==> config.mk <==
export PLATFORM = sky130hd
export DESIGN_NAME = predictive_fridge_cool_heat_control
export DESIGN_NICKNAME = d
export VERILOG_FILES = /design/src/hw/rtl/pfchc_pkg.sv /design/src/hw/rtl/predictive_fridge_cool_heat_control.sv
export SDC_FILE = /design/constraint.sdc
export NUM_CORES = 2
export LEC_CHECK = 0
export ABC_AREA = 1
export BUFFER_PORTS_ARGS = -buffer_cell sky130_fd_sc_hd__buf_2
export CAP_MARGIN = 20
export CORE_MARGIN = 5
export CORE_UTILIZATION = 55
export DETAILED_ROUTE_END_ITERATION = 6
export GPL_TIMING_DRIVEN = 0
export PLACE_DENSITY = 0.82
export RECOVER_POWER = 25
export SYNTH_ARGS = -nofsm -noshare
export SYNTH_HDL_FRONTEND = slang
export SYNTH_SLANG_ARGS = --single-unit
==> constraint.sdc <==
create_clock -name clk -period 7.9 [get_ports clk]
set_input_delay 0 -clock clk [delete_from_list [all_inputs] [get_ports clk]]
set_output_delay 0 -clock clk [all_outputs]
set_load 0.01 [all_outputs]
==> src/hw/rtl/pfchc_pkg.sv <==
package pfchc_pkg;

  localparam int unsigned TIME_W  = 32;
  localparam int unsigned TEMP_W  = 16;
  localparam int unsigned RATE_W  = 20;
  localparam int unsigned MUL_B_W = 16;
  localparam int unsigned PROD_W  = RATE_W + MUL_B_W;
  localparam int unsigned CFG_W   = 16;
  localparam int unsigned CFG_IDX_W = 3;

  localparam logic [1:0] MODE_IDLE = 2'd0;
  localparam logic [1:0] MODE_COOL = 2'd1;
  localparam logic [1:0] MODE_HEAT = 2'd2;

  localparam logic [CFG_IDX_W-1:0] REG_SETPOINT      = 3'd0;
  localparam logic [CFG_IDX_W-1:0] REG_IDLE_DIFF     = 3'd1;
  localparam logic [CFG_IDX_W-1:0] REG_PEAK_DIFF     = 3'd2;
  localparam logic [CFG_IDX_W-1:0] REG_COOL_MIN_OFF  = 3'd3;
  localparam logic [CFG_IDX_W-1:0] REG_HEAT_MIN_OFF  = 3'd4;
  localparam logic [CFG_IDX_W-1:0] REG_COOL_MIN_ON   = 3'd5;
  localparam logic [CFG_IDX_W-1:0] REG_COOL_MAX_ON   = 3'd6;
  localparam logic [CFG_IDX_W-1:0] REG_PEAK_MAX_WAIT = 3'd7;

  localparam int unsigned PEAK_MAX_TIME_DEF = 1200;

  localparam logic [RATE_W-1:0] RATE_MIN   = 20'd50;
  localparam logic [RATE_W-1:0] RATE_MAX   = 20'd1000000;
  localparam logic [RATE_W-1:0] RATE_RESET = 20'd20000;

  // divisors: seconds-per-hour times ten, and the 1/10000 factor scale
  localparam logic [15:0] DIV_DROP  = 16'd36000;
  localparam logic [15:0] DIV_SCALE = 16'd10000;
  localparam logic [18:0] F_BASE    = 19'd12000;
  localparam logic [18:0] F_CAP     = 19'd15000;

  localparam logic [1:0] OP_DROP = 2'd0;
  localparam logic [1:0] OP_UP   = 2'd1;
  localparam logic [1:0] OP_DOWN = 2'd2;

  // floor(duty * 255 / 100) by reciprocal 5243 / 2^19, saturated at 255
  function automatic logic [7:0] heater_from_duty(input logic [6:0] duty);
    logic [14:0] x;
    logic [27:0] p;
    logic [8:0]  q;
    x = 15'({duty, 8'd0}) - 15'(duty);
    p = 28'(x) * 28'd5243;
    q = p[27:19];
    return q[8] ? 8'hFF : q[7:0];
  endfunction

endpackage

==> src/hw/rtl/predictive_fridge_cool_heat_control.sv <==
// sequence: a tick without arithmetic goes wait, eval, out; when the predicted
//   drop or the estimator update runs: wait, eval, 16 multiply steps, 36 divide steps, post, out
// throughput: one request at a time, the next accepted once the result is loaded
// the serial multiplier and restoring divider make the arithmetic path the long one
// reset: synchronous active-low rst_n; idle/idle, estimator 20000, stamps 0
module predictive_fridge_cool_heat_control #(
  parameter int unsigned PEAK_MAX_TIME = pfchc_pkg::PEAK_MAX_TIME_DEF
) (
  input  logic        clk,
  input  logic        rst_n,
  input  logic        cfg_we,
  input  logic [2:0]  cfg_idx,
  input  logic [15:0] cfg_wdata,
  input  logic        in_valid,
  output logic        in_stall,
  input  logic [31:0] in_now_seconds,
  input  logic signed [15:0] in_fridge_temp,
  input  logic signed [15:0] in_beer_temp,
  input  logic signed [15:0] in_target_temp,
  input  logic        in_peak_seen,
  input  logic [6:0]  in_heat_duty,
  input  logic        in_duty_fresh,
  output logic        out_valid,
  input  logic        out_stall,
  output logic [1:0]  out_mode,
  output logic [1:0]  out_prior_mode,
  output logic        out_compressor_on,
  output logic [7:0]  out_heater_level,
  output logic        out_heat_loop_reset,
  output logic [19:0] out_overshoot_rate
);

  localparam int unsigned PW = pfchc_pkg::PROD_W;
  localparam logic [15:0] PMT = 16'(PEAK_MAX_TIME);

  // sequencer codes
  localparam logic [2:0] ST_WAIT = 3'd0;
  localparam logic [2:0] ST_EVAL = 3'd1;
  localparam logic [2:0] ST_MUL  = 3'd2;
  localparam logic [2:0] ST_DIV  = 3'd3;
  localparam logic [2:0] ST_POST = 3'd4;
  localparam logic [2:0] ST_OUT  = 3'd5;

  // configuration registers
  logic signed [15:0] setpoint_r;
  logic [9:0]  idle_diff_r, peak_diff_r;
  logic [15:0] cool_min_off_r, heat_min_off_r, cool_min_on_r, cool_max_on_r;
  logic [15:0] peak_max_wait_r;

  // controller state
  logic [1:0]  mode_r, before_r;
  logic [19:0] rate_r;
  logic signed [15:0] pred_peak_r;
  logic [31:0] stop_r, start_r;
  logic [7:0]  heater_r;
  logic        loop_rst_r;

  // latched request
  logic [31:0] now_r;
  logic signed [15:0] fridge_r, beer_r, target_r;
  logic        peak_r, fresh_r;
  logic [6:0]  duty_r;

  // serial arithmetic unit
  logic [2:0]  state_r, state_nxt;
  logic [1:0]  op_r;
  logic [5:0]  cnt_r;
  logic [PW-1:0] mul_a_r, acc_r, quo_r;
  logic [15:0] mul_b_r, div_r, rem_r;
  logic        out_valid_r;

  assign in_stall  = (state_r != ST_WAIT);
  assign out_valid = out_valid_r;

  // band edges and elapsed times, all from registered values
  logic signed [17:0] hi, lo;
  logic signed [31:0] run, off;
  logic signed [16:0] err;
  logic [16:0] mag;
  logic [18:0] f_raw;
  logic [15:0] f_val;
  logic [15:0] t_run;
  logic signed [PW+1:0] pk;
  logic [16:0] rem_sh;
  logic        rem_ge;
  logic        load_out;

  assign hi  = 18'(target_r) + $signed({8'd0, idle_diff_r});
  assign lo  = 18'(target_r) - $signed({8'd0, idle_diff_r});
  assign run = $signed(now_r - start_r);
  assign off = $signed(now_r - stop_r);
  assign err = 17'(pred_peak_r) - 17'(fridge_r);
  assign mag = err[16] ? 17'(-err) : 17'(err);
  assign f_raw = pfchc_pkg::F_BASE + 19'(mag) + 19'({mag, 1'b0});
  assign f_val = (f_raw > pfchc_pkg::F_CAP) ? 16'(pfchc_pkg::F_CAP) : f_raw[15:0];
  // run is non-negative whenever the cap is used
  assign t_run = (run < $signed({16'd0, PMT})) ? run[15:0] : PMT;
  assign pk    = (PW+2)'(fridge_r) - $signed({2'b00, quo_r});
  // restoring divider step
  assign rem_sh = {rem_r, quo_r[PW-1]};
  assign rem_ge = rem_sh >= {1'b0, div_r};
  assign load_out = (state_r == ST_OUT) && (!out_valid_r || !out_stall);

  always_comb begin
    state_nxt = state_r;
    unique case (state_r)
      ST_WAIT: if (in_valid) state_nxt = ST_EVAL;
      ST_EVAL: begin
        state_nxt = ST_OUT;
        if (mode_r == pfchc_pkg::MODE_COOL) begin
          if (run >= $signed({16'd0, cool_min_on_r}) && !(18'(fridge_r) < lo))
            state_nxt = ST_MUL;
        end else if (mode_r != pfchc_pkg::MODE_HEAT &&
                     before_r == pfchc_pkg::MODE_COOL) begin
          if ((peak_r || off >= $signed({16'd0, peak_max_wait_r})) &&
              mag > 17'(peak_diff_r))
            state_nxt = ST_MUL;
        end
      end
      ST_MUL:  if (cnt_r == 6'(pfchc_pkg::MUL_B_W - 1)) state_nxt = ST_DIV;
      ST_DIV:  if (cnt_r == 6'(PW - 1)) state_nxt = ST_POST;
      ST_POST: state_nxt = ST_OUT;
      ST_OUT:  if (load_out) state_nxt = ST_WAIT;
      default: state_nxt = ST_WAIT;
    endcase
  end

  // configuration writes
  always_ff @(posedge clk) begin
    if (!rst_n) begin
      setpoint_r      <= 16'sd2000;
      idle_diff_r     <= 10'd50;
      peak_diff_r     <= 10'd50;
      cool_min_off_r  <= 16'd600;
      heat_min_off_r  <= 16'd600;
      cool_min_on_r   <= 16'd180;
      cool_max_on_r   <= 16'd2700;
      peak_max_wait_r <= 16'd1800;
    end else if (cfg_we) begin
      unique case (cfg_idx)
        pfchc_pkg::REG_SETPOINT:      setpoint_r      <= $signed(cfg_wdata);
        pfchc_pkg::REG_IDLE_DIFF:     idle_diff_r     <= cfg_wdata[9:0];
        pfchc_pkg::REG_PEAK_DIFF:     peak_diff_r     <= cfg_wdata[9:0];
        pfchc_pkg::REG_COOL_MIN_OFF:  cool_min_off_r  <= cfg_wdata;
        pfchc_pkg::REG_HEAT_MIN_OFF:  heat_min_off_r  <= cfg_wdata;
        pfchc_pkg::REG_COOL_MIN_ON:   cool_min_on_r   <= cfg_wdata;
        pfchc_pkg::REG_COOL_MAX_ON:   cool_max_on_r   <= cfg_wdata;
        pfchc_pkg::REG_PEAK_MAX_WAIT: peak_max_wait_r <= cfg_wdata;
        default: ;
      endcase
    end
  end

  // request latch and serial datapath, no reset needed
  always_ff @(posedge clk) begin
    if (state_r == ST_WAIT && in_valid) begin
      now_r    <= in_now_seconds;
      fridge_r <= in_fridge_temp;
      beer_r   <= in_beer_temp;
      target_r <= in_target_temp;
      peak_r   <= in_peak_seen;
      duty_r   <= in_heat_duty;
      fresh_r  <= in_duty_fresh;
    end
    unique case (state_r)
      ST_EVAL: begin
        cnt_r   <= '0;
        acc_r   <= '0;
        mul_a_r <= PW'(rate_r);
        if (mode_r == pfchc_pkg::MODE_COOL) begin
          // predicted drop = min(run, cap) * rate / 36000
          op_r    <= pfchc_pkg::OP_DROP;
          mul_b_r <= t_run;
          div_r   <= pfchc_pkg::DIV_DROP;
        end else if (!err[16]) begin
          // peak came out no warmer than predicted: scale up
          op_r    <= pfchc_pkg::OP_UP;
          mul_b_r <= f_val;
          div_r   <= pfchc_pkg::DIV_SCALE;
        end else begin
          op_r    <= pfchc_pkg::OP_DOWN;
          mul_b_r <= pfchc_pkg::DIV_SCALE;
          div_r   <= f_val;
        end
      end
      ST_MUL: begin
        // one multiplier bit a cycle
        if (mul_b_r[0]) acc_r <= acc_r + mul_a_r;
        mul_a_r <= {mul_a_r[PW-2:0], 1'b0};
        mul_b_r <= {1'b0, mul_b_r[15:1]};
        if (cnt_r == 6'(pfchc_pkg::MUL_B_W - 1)) begin
          cnt_r <= '0;
          rem_r <= '0;
          quo_r <= mul_b_r[0] ? acc_r + mul_a_r : acc_r;
        end else begin
          cnt_r <= cnt_r + 6'd1;
        end
      end
      ST_DIV: begin
        // one quotient bit a cycle
        cnt_r <= cnt_r + 6'd1;
        rem_r <= rem_ge ? 16'(rem_sh - {1'b0, div_r}) : rem_sh[15:0];
        quo_r <= {quo_r[PW-2:0], rem_ge};
      end
      default: ;
    endcase
  end

  // controller state and result register
  always_ff @(posedge clk) begin
    if (!rst_n) begin
      state_r     <= ST_WAIT;
      mode_r      <= pfchc_pkg::MODE_IDLE;
      before_r    <= pfchc_pkg::MODE_IDLE;
      rate_r      <= pfchc_pkg::RATE_RESET;
      pred_peak_r <= '0;
      stop_r      <= '0;
      start_r     <= '0;
      heater_r    <= '0;
      loop_rst_r  <= 1'b0;
      out_valid_r <= 1'b0;
    end else begin
      state_r <= state_nxt;
      if (load_out) out_valid_r <= 1'b1;
      else if (out_valid_r && !out_stall) out_valid_r <= 1'b0;
      unique case (state_r)
        ST_WAIT: loop_rst_r <= 1'b0;
        ST_EVAL: begin
          if (mode_r == pfchc_pkg::MODE_COOL) begin
            // fridge already under the band: plain stop
            if (run >= $signed({16'd0, cool_min_on_r}) && 18'(fridge_r) < lo) begin
              stop_r   <= now_r;
              start_r  <= now_r;
              mode_r   <= pfchc_pkg::MODE_IDLE;
              before_r <= pfchc_pkg::MODE_IDLE;
            end
          end else if (mode_r == pfchc_pkg::MODE_HEAT) begin
            if (18'(fridge_r) > hi) begin
              heater_r   <= '0;
              loop_rst_r <= 1'b1;
              stop_r     <= now_r;
              start_r    <= now_r;
              mode_r     <= pfchc_pkg::MODE_IDLE;
              before_r   <= pfchc_pkg::MODE_IDLE;
            end else if (fresh_r) begin
              heater_r <= pfchc_pkg::heater_from_duty(duty_r);
            end
          end else if (before_r == pfchc_pkg::MODE_COOL) begin
            // awaiting the peak after a predicted stop
            if (peak_r || off >= $signed({16'd0, peak_max_wait_r})) begin
              start_r  <= now_r;
              before_r <= pfchc_pkg::MODE_IDLE;
            end
          end else if (before_r == pfchc_pkg::MODE_IDLE) begin
            if (18'(fridge_r) > hi && 17'(beer_r) > 17'(setpoint_r) + 17'sd5 &&
                off > $signed({16'd0, cool_min_off_r})) begin
              start_r <= now_r;
              mode_r  <= pfchc_pkg::MODE_COOL;
            end else if (18'(fridge_r) < lo &&
                         17'(beer_r) < 17'(setpoint_r) - 17'sd5 &&
                         off > $signed({16'd0, heat_min_off_r})) begin
              loop_rst_r <= 1'b1;
              start_r    <= now_r;
              mode_r     <= pfchc_pkg::MODE_HEAT;
            end
          end
        end
        ST_POST: begin
          unique case (op_r)
            pfchc_pkg::OP_DROP: begin
              if (pk < (PW+2)'(lo))
                pred_peak_r <= (pk < -(PW+2)'(32768)) ? -16'sd32768 : pk[15:0];
              // max on time wins over a predicted stop, no peak wait then
              if (run > $signed({16'd0, cool_max_on_r})) begin
                stop_r   <= now_r;
                start_r  <= now_r;
                mode_r   <= pfchc_pkg::MODE_IDLE;
                before_r <= pfchc_pkg::MODE_IDLE;
              end else if (pk < (PW+2)'(lo)) begin
                stop_r   <= now_r;
                start_r  <= now_r;
                mode_r   <= pfchc_pkg::MODE_IDLE;
                before_r <= pfchc_pkg::MODE_COOL;
              end
            end
            pfchc_pkg::OP_UP:
              rate_r <= (quo_r > PW'(pfchc_pkg::RATE_MAX)) ? pfchc_pkg::RATE_MAX
                                                           : quo_r[19:0];
            default:
              rate_r <= (quo_r < PW'(pfchc_pkg::RATE_MIN)) ? pfchc_pkg::RATE_MIN
                                                           : quo_r[19:0];
          endcase
        end
        default: ;
      endcase
    end
  end

  // result payload
  always_ff @(posedge clk) begin
    if (load_out) begin
      out_mode            <= mode_r;
      out_prior_mode      <= before_r;
      out_compressor_on   <= (mode_r == pfchc_pkg::MODE_COOL);
      out_heater_level    <= heater_r;
      out_heat_loop_reset <= loop_rst_r;
      out_overshoot_rate  <= rate_r;
    end
  end

endmodule

Word level (Yosys, flattened, before mapping)
Index checks and enable logic that the tools add are counted.
Storage, ports and cells
  register bits after elaboration: 520
  output and inout bits: 36
  logic and storage cells: 246
Cells by class
  add/sub/neg operators: 15
  $mul: 1
  magnitude comparators: 17
  equal/unequal tests: 43
  multiplexer cells: 80
  bitwise logic cells: 3
  reductions and logical operators: 47
Operator list (count)
  $mux 32: 14
  $pmux 36 s2: 3
  $mux 16: 8
  $pmux 32 s2: 2
  $gt 32x17->1: 3
  $mux 36: 2
  $ge 32x17->1: 2
  $pmux 16 s2: 2
  $sub 32x32->32: 2
  $mux 20: 2
  $pmux 20 s2: 1
  $lt 38x16->1 const B: 1
  $lt 38x17->1: 1
  $mux 2: 19
  $sub 16x37->38: 1
  $add 36x36->36: 1
  $gt 36x20->1 const B: 1
  $lt 36x6->1 const B: 1
  $gt 16x17->1: 2
  $lt 16x17->1: 2
  $lt 32x12->1 const B: 1
  $mul 15x13->28 const B: 1
  $ne 3x3->1 const B: 9
  $mux 3: 8
  other kinds (48): 117

Logic depth before layout (Yosys ltp)
  depth after elaboration: 11
  gate-level depth with buffers: 39

Worst setup path after synthesis
OpenSTA, ideal clock, no wires.
  kind: register to register
  from: reg duty_r[0]
  to: reg heater_r[5]
  setup time: 0.132 ns
  data arrival time: 6.042 ns
  slack: 1.726 ns
  stages on the path, launching flop included: 24
  path buffers: 0
  cell sequence: edfxtp_1 -> inv_1 -> ha_1 -> nand3_1 -> o21ai_0 -> inv_1 -> fa_1 -> inv_1 -> ha_1 -> fa_1 -> fa_1 -> fa_1 -> ha_1 -> nand2_1 -> nor4_1 -> nand2_1 -> o211ai_1 -> nand3_1 -> nand2_1 -> a211oi_1 -> xor2_1 -> nand3_1 -> nand2_1 -> a21oi_1
On the way
  word-level cells in the longest chain between the ends: 5
RTL lines
  from (decl): line predictive_fridge_cool_heat_control.sv:62  | logic [6:0] duty_r;
  from (signal assigned): line predictive_fridge_cool_heat_control.sv:162  | duty_r <= in_heat_duty;
  $sub 15x7->15: line pfchc_pkg.sv:45  | x = 15'({duty, 8'd0}) - 15'(duty);
  $mul 15x13->28: line pfchc_pkg.sv:46  | p = 28'(x) * 28'd5243;
  $mux 8: line pfchc_pkg.sv:48  | return q[8] ? 8'hFF : q[7:0];
  $mux 8: line predictive_fridge_cool_heat_control.sv:245  | end else if (fresh_r) begin
  $mux 8: line predictive_fridge_cool_heat_control.sv:238  | if (18'(fridge_r) > hi) begin
  to (signal assigned): line predictive_fridge_cool_heat_control.sv:246  | heater_r <= pfchc_pkg::heater_from_duty(duty_r);
  to (decl): line predictive_fridge_cool_heat_control.sv:55  | logic [7:0] heater_r;
Every way passes these cells. The select of a mux whose other input is x is not followed.
A chain may end at the register's enable or synchronous reset.

Worst setup path after layout
  from: reg duty_r[0]
  to: reg heater_r[0]
The elaborated chain is that of the path after synthesis.

==> impl_metrics.csv <==
group,metric,value,unit
setup_path,worstSetupPathType,"register to register",
clocking,postCtsSetupRepairBufs,0,
placed_design,io_buffers,145,
drt,dr_total_vias,39701,
synth,synth-xor-area-share,3.89,%
setup_path,critical_path.top_delay_family,"adder cells",
floorplanning,initial_core_utilization,55.2,%
floorplanning,core_area,77100,µm²
floorplanning,floorplan.rows,102,
global_route,groute.usage.overall,28.9,%
synth,share_of_the_synthesized_area_in_compound_gates_ao_oa_aoi_oai,13.5,%
setup_path,worst_setup_path_start_kind,"register",
layout,finalNetCount,6805,
clocking,buffer_type_at_the_clock_tree_root,"sky130_fd_sc_hd__clkbuf_16",
placed_design,place_hpwl,95800,µm
setup_path,critical_path_arrival,7.66,ns
setup_path,crit_path_cell_trace,"nor2_1 > nand2_1 > o21ai_0 > nand2_1 > nor2_1 > inv_1 > fa_1 > inv_1 > ha_1 > fa_1 > fa_1 > fa_1 > ha_1 > nand2_1 > nor4_1 > nand2_1 > o211ai_1 > nand3_1 > nand2_1 > a211oi_1 > xor2_1 > nand2_1 > nand2_1 > a21oi_1",
clocking,number_of_buffers_on_the_longest_clock_path,3,
synth,netlist.area_leader.share,20.2,%
layout,syn_to_final_growth,12.4,%
placed_design,pre_cts_ws,0.695,ns
clocking,path_clk_slew,0.07,ns
timing,tightestPinTransition,1.04,ns
clocking,tritoncts.num_buffers,58,
synth,main_combinational_cell_family_by_area_after_synthesis,"simple AND/OR/NAND/NOR gates",
timing,max_slew_margin,30.3,%
timing,min_period,7.18,ns
layout,fraction_of_final_layout_cells_with_drive_strength_greater_than_1,4.92,%
floorplanning,io_pins,149,
placed_design,postPlaceCellArea,44800,µm²
layout,final-seq-area,13200,µm²
clocking,tritoncts_num_sinks,518,
synth,post_synth_inst_count,5761,
timing,timing.clock.skew,0.0342,ns
setup_path,setup.worst_path.end_class,"register",
synth,synth_cell_types,64,
synth,synth_area_leaders,"sky130_fd_sc_hd__edfxtp_1, sky130_fd_sc_hd__ha_1, sky130_fd_sc_hd__nand2_1",
synth,synth_most_common_cell,"sky130_fd_sc_hd__nand2_1",
setup_path,timing.critical_path.slowest_stage_cell,"sky130_fd_sc_hd__nor2_1",
synth,post_synth_adder_cell_area,19.0,%
layout,multi_input_area,24900,µm²
global_route,grt_max_degree,50,
layout,num-fill-cells,6793,
run_status,violations,"design-rule violations",
power,power.density,436,nW/µm²
global_route,grt.overflow.total,0,
floorplanning,die_height,288,µm
power,power.ir.vdd_worst,0.000469,V
job,max-cap-violations,0,
synth,synth_enable_flop_cells,286,
setup_path,critical_path.most_common_cell,"sky130_fd_sc_hd__nand2_1",
global_route,first_global_vias,38280,
clocking,cts_tree,"done",
synth,synth-seq-cells,518,
synth,yosys_warnings,0,
drt,number_of_iterations_in_the_first_detailed_routing_pass,7,
placed_design,gp_congestion,0.967,
drt,wl_per_cell,17.1,µm
setup_path,worstPathRequired,8.38,ns
drt,antenna_violating_nets_post_route,0,
timing,max_freq,139,MHz
timing,min_period_over_period,90.9,%
setup_path,critPathMaxStageDelay,0.62,ns
timing,setup_viol,0,
layout,final_area,47800,µm²
synth,yosysSeqAreaShare,31.1,%
drt,dr.first_iter.drc_count,3233,
synth,syn-cell-area,42500,µm²
timing,final_critical_path_setup_slack,0.719,ns
synth,dominantRegCellSynth,"sky130_fd_sc_hd__edfxtp_1",
drt,route.detailed.drc,1,
clocking,ctsHtreeMaxLevel,2,
synth,synth_mux_area_share,0.0235,%
synth,synthesis.area_per_instance,7.39,µm²
timing,final.hold.worst_slack,0.0568,ns
floorplanning,die_area,83000,µm²
synth,netlist.top_cell.by_area,"sky130_fd_sc_hd__edfxtp_1",
drt,vias_per_cell,5.53,
hold_path,hold_path_class,"primary input to register",
timing,slew_violations,0,
setup_path,count_of_buffering_cells_on_the_critical_path_with_inverters_included,2,
synth,post_synth_arst_share,0,%
timing,grt_setup_unrepaired,"no",
power,leakagePower,23.0,nW
timing,hold_violations,0,
floorplanning,die_span_in_x,288,µm
timing,setup-tns-final,0,ns
clocking,worstSkewPairLatency,0.65,ns
drt,detail_route.wirelength,123000,µm
global_route,wire_length_of_the_first_global_routing_pass,195000,µm
global_route,number_of_antenna_violations_at_the_first_check_in_global_routing,2,
setup_path,worst-path-max-fanout,8,
synth,yosys.area_share.simple,22.1,%
synth,netlist_top_cells_count,"sky130_fd_sc_hd__nand2_1, sky130_fd_sc_hd__inv_1, sky130_fd_sc_hd__ha_1, sky130_fd_sc_hd__a21oi_1, sky130_fd_sc_hd__nor2_1",
run_status,outcome,"finished, violations left",
## layer usage
metal	vias to the layer above	track usage, %	wire length [µm]
li1	19535	-	-
met1	18213	37.2	50900
met2	1587	48.8	57000
met3	366	3.26	8280
met4	0	13.8	6760
met5	-	0	0
## cell families after synthesis
kind of cell / after synthesis
compound gates: 1052
xor+xnor: 189
fa+ha+maj: 599
buf+inv: 1162
flops: 518
mux: 1
other cells: 1
simple gates: 2239
## power by group
part | switching, mW | internal, mW | total, mW | leakage, nW
clock | 1.18 | 1.60 | 2.78 | 0.939
combinational | 9.10 | 5.15 | 14.3 | 17.4
sequential | 0.325 | 3.50 | 3.82 | 4.60
total | 10.6 | 10.2 | 20.9 | 23.0
## path summary, 6_finish.rpt
path	startpoint	endpoint	slack [ns]	depth (start not counted)
min reg2reg	heater_r[4]	out_heater_level[4]	0.43	0
max	duty_r[0]	heater_r[0]	0.72	24
max reg2reg	duty_r[0]	heater_r[0]	0.72	24
min	in_now_seconds[5]	now_r[5]	0.06	2
## flip-flops by register name, summed over array words and instances, names as in the netlist, 20 cells and up
| signal | flops |
|---|---|
| acc_r | 36 |
| out_overshoot_rate | 20 |
| mul_a_r | 36 |
| stop_r | 32 |
| rate_r | 20 |
| quo_r | 36 |
| now_r | 32 |
| start_r | 32 |
## timing repair
item,4_1_cts,5_1_grt
resized for setup,0,0
hold endpoints to repair,233,0
setup endpoints to repair,0,0
hold buffers,117,0
## worst reg2reg max path: cells and delay by family (launching register included)
family / cells / cell delay (ns)
fa+ha+maj: 6 / 2.75
buf+inv: 2 / 0.29
compound gates: 4 / 0.63
simple gates: 11 / 2.43
xor+xnor: 1 / 0.43
flops: 1 / 0.53
## placed cells by master (no fill, tap or decap), types with 73 or more instances in the layout
master,count
sky130_fd_sc_hd__fa_1,77
sky130_fd_sc_hd__nand2_1,1300
sky130_fd_sc_hd__edfxtp_1,286
sky130_fd_sc_hd__a21oi_1,493
sky130_fd_sc_hd__xor2_1,143
sky130_fd_sc_hd__inv_1,1027
sky130_fd_sc_hd__o21ai_0,341
sky130_fd_sc_hd__clkbuf_1,156
sky130_fd_sc_hd__dfxtp_1,232
sky130_fd_sc_hd__nor2_1,441
sky130_fd_sc_hd__buf_2,106
sky130_fd_sc_hd__nand3_1,249
sky130_fd_sc_hd__dlygate4sd3_1,117
sky130_fd_sc_hd__nand4_1,73
sky130_fd_sc_hd__ha_1,522
## cell type report
type,count,share of cell area [%]
tap,1040,2.72
clock buffer,85,3.48
timing repair buffer,271,4.19
inverter,1050,8.24
multi-input combinational,4082,52.1
clock inverter,21,0.570
buffer,112,1.02
sequential,518,27.7
antenna,1,0.00523
## through the flow
stage / power (mW) / util, % / instances
floorplan: 14.2 / - / 5762
global placement: 17.3 / 57.8 / 6947
detailed placement: 17.7 / 58.1 / 6955
CTS: 20.7 / 62.1 / 7178
global route: 22.9 / 62.1 / 7180
finish: 20.9 / 62.1 / 7180
(Power assumes the default switching activity.)
